--- src/design/tcw_pkg.sv ---
`timescale 1ns / 1ps
// ----------------------------------------------------------------------------
// tcw_pkg
// Shared constants, codes and controller/datapath link types for the
// text console writer.
// ----------------------------------------------------------------------------
package tcw_pkg;

  // default geometry
  localparam int COLUMNS_DEF    = 80;
  localparam int ROWS_DEF       = 25;
  localparam int TAB_SPACES_DEF = 4;

  // fixed field widths
  localparam int CHAR_W    = 8;
  localparam int ATTR_W    = 8;
  localparam int ADDR_W    = 11;
  localparam int CELL_W    = 16;
  localparam int ROW_OUT_W = 5;
  localparam int COL_OUT_W = 7;

  // character codes
  localparam logic [CHAR_W-1:0] CH_NUL   = 8'h00;
  localparam logic [CHAR_W-1:0] CH_TAB   = 8'h09;
  localparam logic [CHAR_W-1:0] CH_LF    = 8'h0A;
  localparam logic [CHAR_W-1:0] CH_SPACE = 8'h20;

  localparam logic [ATTR_W-1:0] RESET_ATTR = 8'h07;

  // request codes
  localparam logic REQ_PUT  = 1'b0;
  localparam logic REQ_READ = 1'b1;

  // controller -> datapath
  typedef struct packed {
    logic load;      // latch the accepted item
    logic put;       // one plain character step
    logic clr;       // post-reset clearing step
    logic scr;       // one scroll step
    logic rd;        // issue screen read
    logic cap;       // capture read data
    logic out_load;  // move result into the output register
  } tcw_cmd_t;

  // datapath -> controller
  typedef struct packed {
    logic in_is_read;  // request type of the offered item
    logic is_nul;      // held character is NUL, or held item is a read
    logic put_scroll;  // this put step runs off the last row
    logic put_more;    // further steps after this put step
    logic cnt_left;    // steps still outstanding
    logic clr_end;     // last cell of the clearing pass
    logic scr_end;     // last step of the scroll
    logic out_free;    // output register can take a result
  } tcw_status_t;

endpackage

--- src/design/tcw_ctrl.sv ---
`timescale 1ns / 1ps
// ----------------------------------------------------------------------------
// tcw_ctrl
// Sequencer: clearing pass, put steps, scroll, reads and result hand-off.
// ----------------------------------------------------------------------------
module tcw_ctrl (
  input  logic                 clk_i,
  input  logic                 rst_ni,
  input  logic                 in_valid_i,
  output logic                 in_stall_o,
  input  tcw_pkg::tcw_status_t status_i,
  output tcw_pkg::tcw_cmd_t    cmd_o
);

  import tcw_pkg::*;

  localparam logic [2:0] S_CLEAR   = 3'd0;
  localparam logic [2:0] S_IDLE    = 3'd1;
  localparam logic [2:0] S_PUT     = 3'd2;
  localparam logic [2:0] S_SCROLL  = 3'd3;
  localparam logic [2:0] S_READ    = 3'd4;
  localparam logic [2:0] S_CAPTURE = 3'd5;
  localparam logic [2:0] S_FINISH  = 3'd6;

  logic [2:0] state_q;
  logic [2:0] state_d;

  always_comb begin
    state_d    = state_q;
    cmd_o      = '0;
    in_stall_o = 1'b1;
    case (state_q)
      S_CLEAR: begin
        cmd_o.clr = 1'b1;
        if (status_i.clr_end) begin
          state_d = S_IDLE;
        end
      end
      S_IDLE: begin
        in_stall_o = 1'b0;
        if (in_valid_i) begin
          cmd_o.load = 1'b1;
          state_d    = status_i.in_is_read ? S_READ : S_PUT;
        end
      end
      S_PUT: begin
        cmd_o.put = 1'b1;
        if (status_i.is_nul) begin
          state_d = S_FINISH;
        end else if (status_i.put_scroll) begin
          state_d = S_SCROLL;
        end else if (!status_i.put_more) begin
          state_d = S_FINISH;
        end
      end
      S_SCROLL: begin
        cmd_o.scr = 1'b1;
        if (status_i.scr_end) begin
          state_d = status_i.cnt_left ? S_PUT : S_FINISH;
        end
      end
      S_READ: begin
        cmd_o.rd = 1'b1;
        state_d  = S_CAPTURE;
      end
      S_CAPTURE: begin
        cmd_o.cap = 1'b1;
        state_d   = S_FINISH;
      end
      S_FINISH: begin
        if (status_i.out_free) begin
          cmd_o.out_load = 1'b1;
          state_d        = S_IDLE;
        end
      end
      default: begin
        state_d = S_IDLE;
      end
    endcase
  end

  always_ff @(posedge clk_i or negedge rst_ni) begin
    if (!rst_ni) begin
      state_q <= S_CLEAR;
    end else begin
      state_q <= state_d;
    end
  end

endmodule
--- config.mk ---
export PLATFORM = sky130hd
export DESIGN_NAME = tcw_ctrl
export DESIGN_NICKNAME = d
export VERILOG_FILES = /design/src/design/tcw_pkg.sv /design/src/design/tcw_ctrl.sv
export SDC_FILE = /design/constraint.sdc
export NUM_CORES = 1
export LEC_CHECK = 0
export BUFFER_PORTS_ARGS = -buffer_cell sky130_fd_sc_hd__buf_2
export CAP_MARGIN = 40
export CORE_AREA = 2 2 39 41
export CTS_CLUSTER_SIZE = 25
export DETAILED_ROUTE_END_ITERATION = 16
export DIE_AREA = 0 0 41 43
export GPL_TIMING_DRIVEN = 0
export MAX_ROUTING_LAYER = met4
export REMOVE_ABC_BUFFERS = 1
export SYNTH_ARGS = -nofsm -noshare
export SYNTH_HDL_FRONTEND = slang
export SYNTH_SLANG_ARGS = --single-unit
--- constraint.sdc ---
create_clock -name clk_i -period 1.1 [get_ports clk_i]
set_input_delay 0.055 -clock clk_i [delete_from_list [all_inputs] [get_ports clk_i]]
set_output_delay 0.055 -clock clk_i [all_outputs]
set_load 0.01 [all_outputs]
==> impl_results.md <==
- Outcome: finished with violations
- Failing checks: negative setup slack
- Number of diodes: 0
- Setup CP Type: register to output port
- Core area: 1384 um^2
- Total global routing overflow: 0
- Worst slew margin: 82.73%
- Setup violators final: 10
- GP Congestion: 0.8585
- RSZ-0062 raised after global routing: true
- Initial antenna violation count: 0
- Post-Syn Area per Cell: 7.150 um^2
- Layout cells sized above 1: 57.35%
- Setup Skew: 0.004315 ns
- Clk pin slew, worst setup/hold paths: 0.04 ns
- Reg-to-reg slack, setup: -0.09 ns
- Commonest non-fill, non-tap cell in the layout: buf_2
- Largest net degree at the start of global routing: 11
- Clk Latency, worst-skew pair: 0.25 ns
- CTS Buf Count: 3
- Final setup margin: -0.1442 ns
- Crit-path max cell delay: 0.42 ns
- Commonest cells after routing, fill and taps aside: buf_2, buf_4, nor2_1, a21oi_1
- Max reg flops: 3
- Dpl cell area: 389.1 um^2
- Share of power burned in registers: 19.8%
- Sw frac: 45.75%
- Area contributors post-synth: dfrtp_1, a21oi_1, nor2_1
- Max Fclk: 803.8 MHz
- Initial core utilization: 21.70%
- Total power: 1.416 mW
- IR drop worst, VDD: 0.6736 mV
- CTS Sinks: 3
- Final Cycle Share: 113.1%
- R2R depth: 3
- Sw Pwr: 647.8 uW
- Clock Tree Buf Depth: 2
- Setup TNS: -0.8695 ns
- Final Max Tran Viols: 0
- CP cell instances: and2b_1, nand2_1, nor2_1, buf_2
- Chip height: 43 um
- Post-route DRC: 0
- Worst Path Buf+Inv: 1
- Via count: 414
- CTS tree: built
- Mapped Area: 300.3 um^2
- Final core utilization: 36.62%
- Htree depth: 1
- Crit path time final: 1.244 ns
- Synth Warn #: 0
- # IOs: 19
- Max Cap Viol: 0
- Area Growth Syn to Fin: 68.75%
- Total track usage: 12.77%
- Post-synth top area share: 25.00%
- Initial DRC count: 10
- Critical path depth in cells: 4
- Antenna-violating nets left: 0
- Worst Path Required: 1.04 ns
- I/O Buffers: 18
- Die area: 1763 um^2
- Peak fanout along the critical path: 4
- Post-route insts no fill: 84
- Nature of the critical path endpoint: output port
- PD cells: 2794 nW/um^2
- Clock Tree Root: clkbuf_4
- Seq/Total Area, Yosys: 25.00%
- Library cells used by synthesis: 21
- Leakage: 0.2462 nW
- Synth area leader: dfrtp_1
- Worst Hold Class: primary input to asynchronous set/reset pin
- Delay-heaviest family, CP: flip-flops
- Final hold violation count: 0
- Drt pass-1 iters: 4
- HPWL after detailed placement: 595.9 um
- WP data arrival: 1.19 ns
- Worst slew pin tran: 0.2564 ns
- Die Wd: 41 um
- Drt wl/cell: 11.31 um
- Routed vias/inst: 4.929
- # rows: 14
- First-pass GRT wire length: 1442 um
- Final wirelength: 950 um
- Post-synthesis register bit count: 3
- Final nets: 80
- Most flop-heavy register: state_q
- Cells after Synth: 42
- Clock power frac: 15.0%
- Combinational Power Share: 65.2%
- Design area: 506.7 um^2
- Crit path launch type: register
- Slowest CP cell: dfrtp_2
- Biggest regs: state_q x3
- Dpl cells: 73
- Internal Pwr Total: 768.1 uW
- Vias in the first global route: 362
[layout make-up]
cell class / instances / area (um^2)
fill: 160 / 877.1
inverter: 4 / 15.01
sequential: 3 / 78.83
multi-input combinational: 32 / 215.2
timing repair buffer: 25 / 151.4
tap: 16 / 20.02
clock buffer: 4 / 26.28
[synthesized netlist by cell type]
master	n
a21oi_1	6
buf_2	2
a221oi_1	1
a21boi_2	1
o21ai_1	1
inv_1	4
and2b_1	1
buf_6	1
o22ai_1	2
nor3b_1	1
nor3b_2	1
and2_1	1
nor2_2	1
dfrtp_1	3
nor2_1	5
a222oi_1	1
nor3_1	3
nand2_1	2
and3_1	1
nand4b_1	1
o21ai_0	3
[cells by family after synthesis]
family,count (synthesis),share of synthesized area [%]
buffers and inverters,7,12.08
AO/OA/AOI/OAI,15,30.83
AND/OR/NAND/NOR,17,32.09
flip-flops,3,25.00
[power groups by stage]
stage / logic [mW] / clock network (mW) / registers [mW]
floorplan: 0.421 / 0 / 0.296
global placement: 0.584 / 0 / 0.343
detailed placement: 0.586 / 0 / 0.344
CTS: 0.836 / 0.203 / 0.276
global route: 1.01 / 0.224 / 0.293
finish: 0.924 / 0.212 / 0.280
[what timing repair did]
action,in CTS,in global routing
hold endpoints to repair,3,0
endpoints found under the setup margin,10,10
gates resized for setup,5,6
pin swaps,5,4
buffers inserted,5,1
hold buffers,1,0
[metrics by stage]
step,worst slack (ns),hold slack [ns]
6_report,-0.1442,0.1239
5_1_grt,-0.2071,0.1478
4_1_cts,-0.1553,0.1417
3_5_place_dp,-0.2484,-0.1488
3_3_place_gp,-0.2573,-0.1494
2_1_floorplan,-0.1195,-0.2406
[final timing paths]
path / start / end
worst min-delay path: rst_ni / state_q[0]
min in group clk_i: status_i[1] / state_q[0]
max in group asynchronous: rst_ni / state_q[1]
worst min register to register: state_q[1] / state_q[1]
worst max register to register: state_q[0] / state_q[2]
worst max-delay path: state_q[1] / cmd_o[6]
[metal layers]
metal / vias up / routed length (um) / global-route usage, %
met2: 22 / 434 / 15.94
met1: 183 / 378 / 17.10
met5: - / 0 / -
met4: 0 / 36 / 10.67
li1: 203 / - / -
met3: 6 / 100 / 2.094
(Power assumes the default switching activity.)
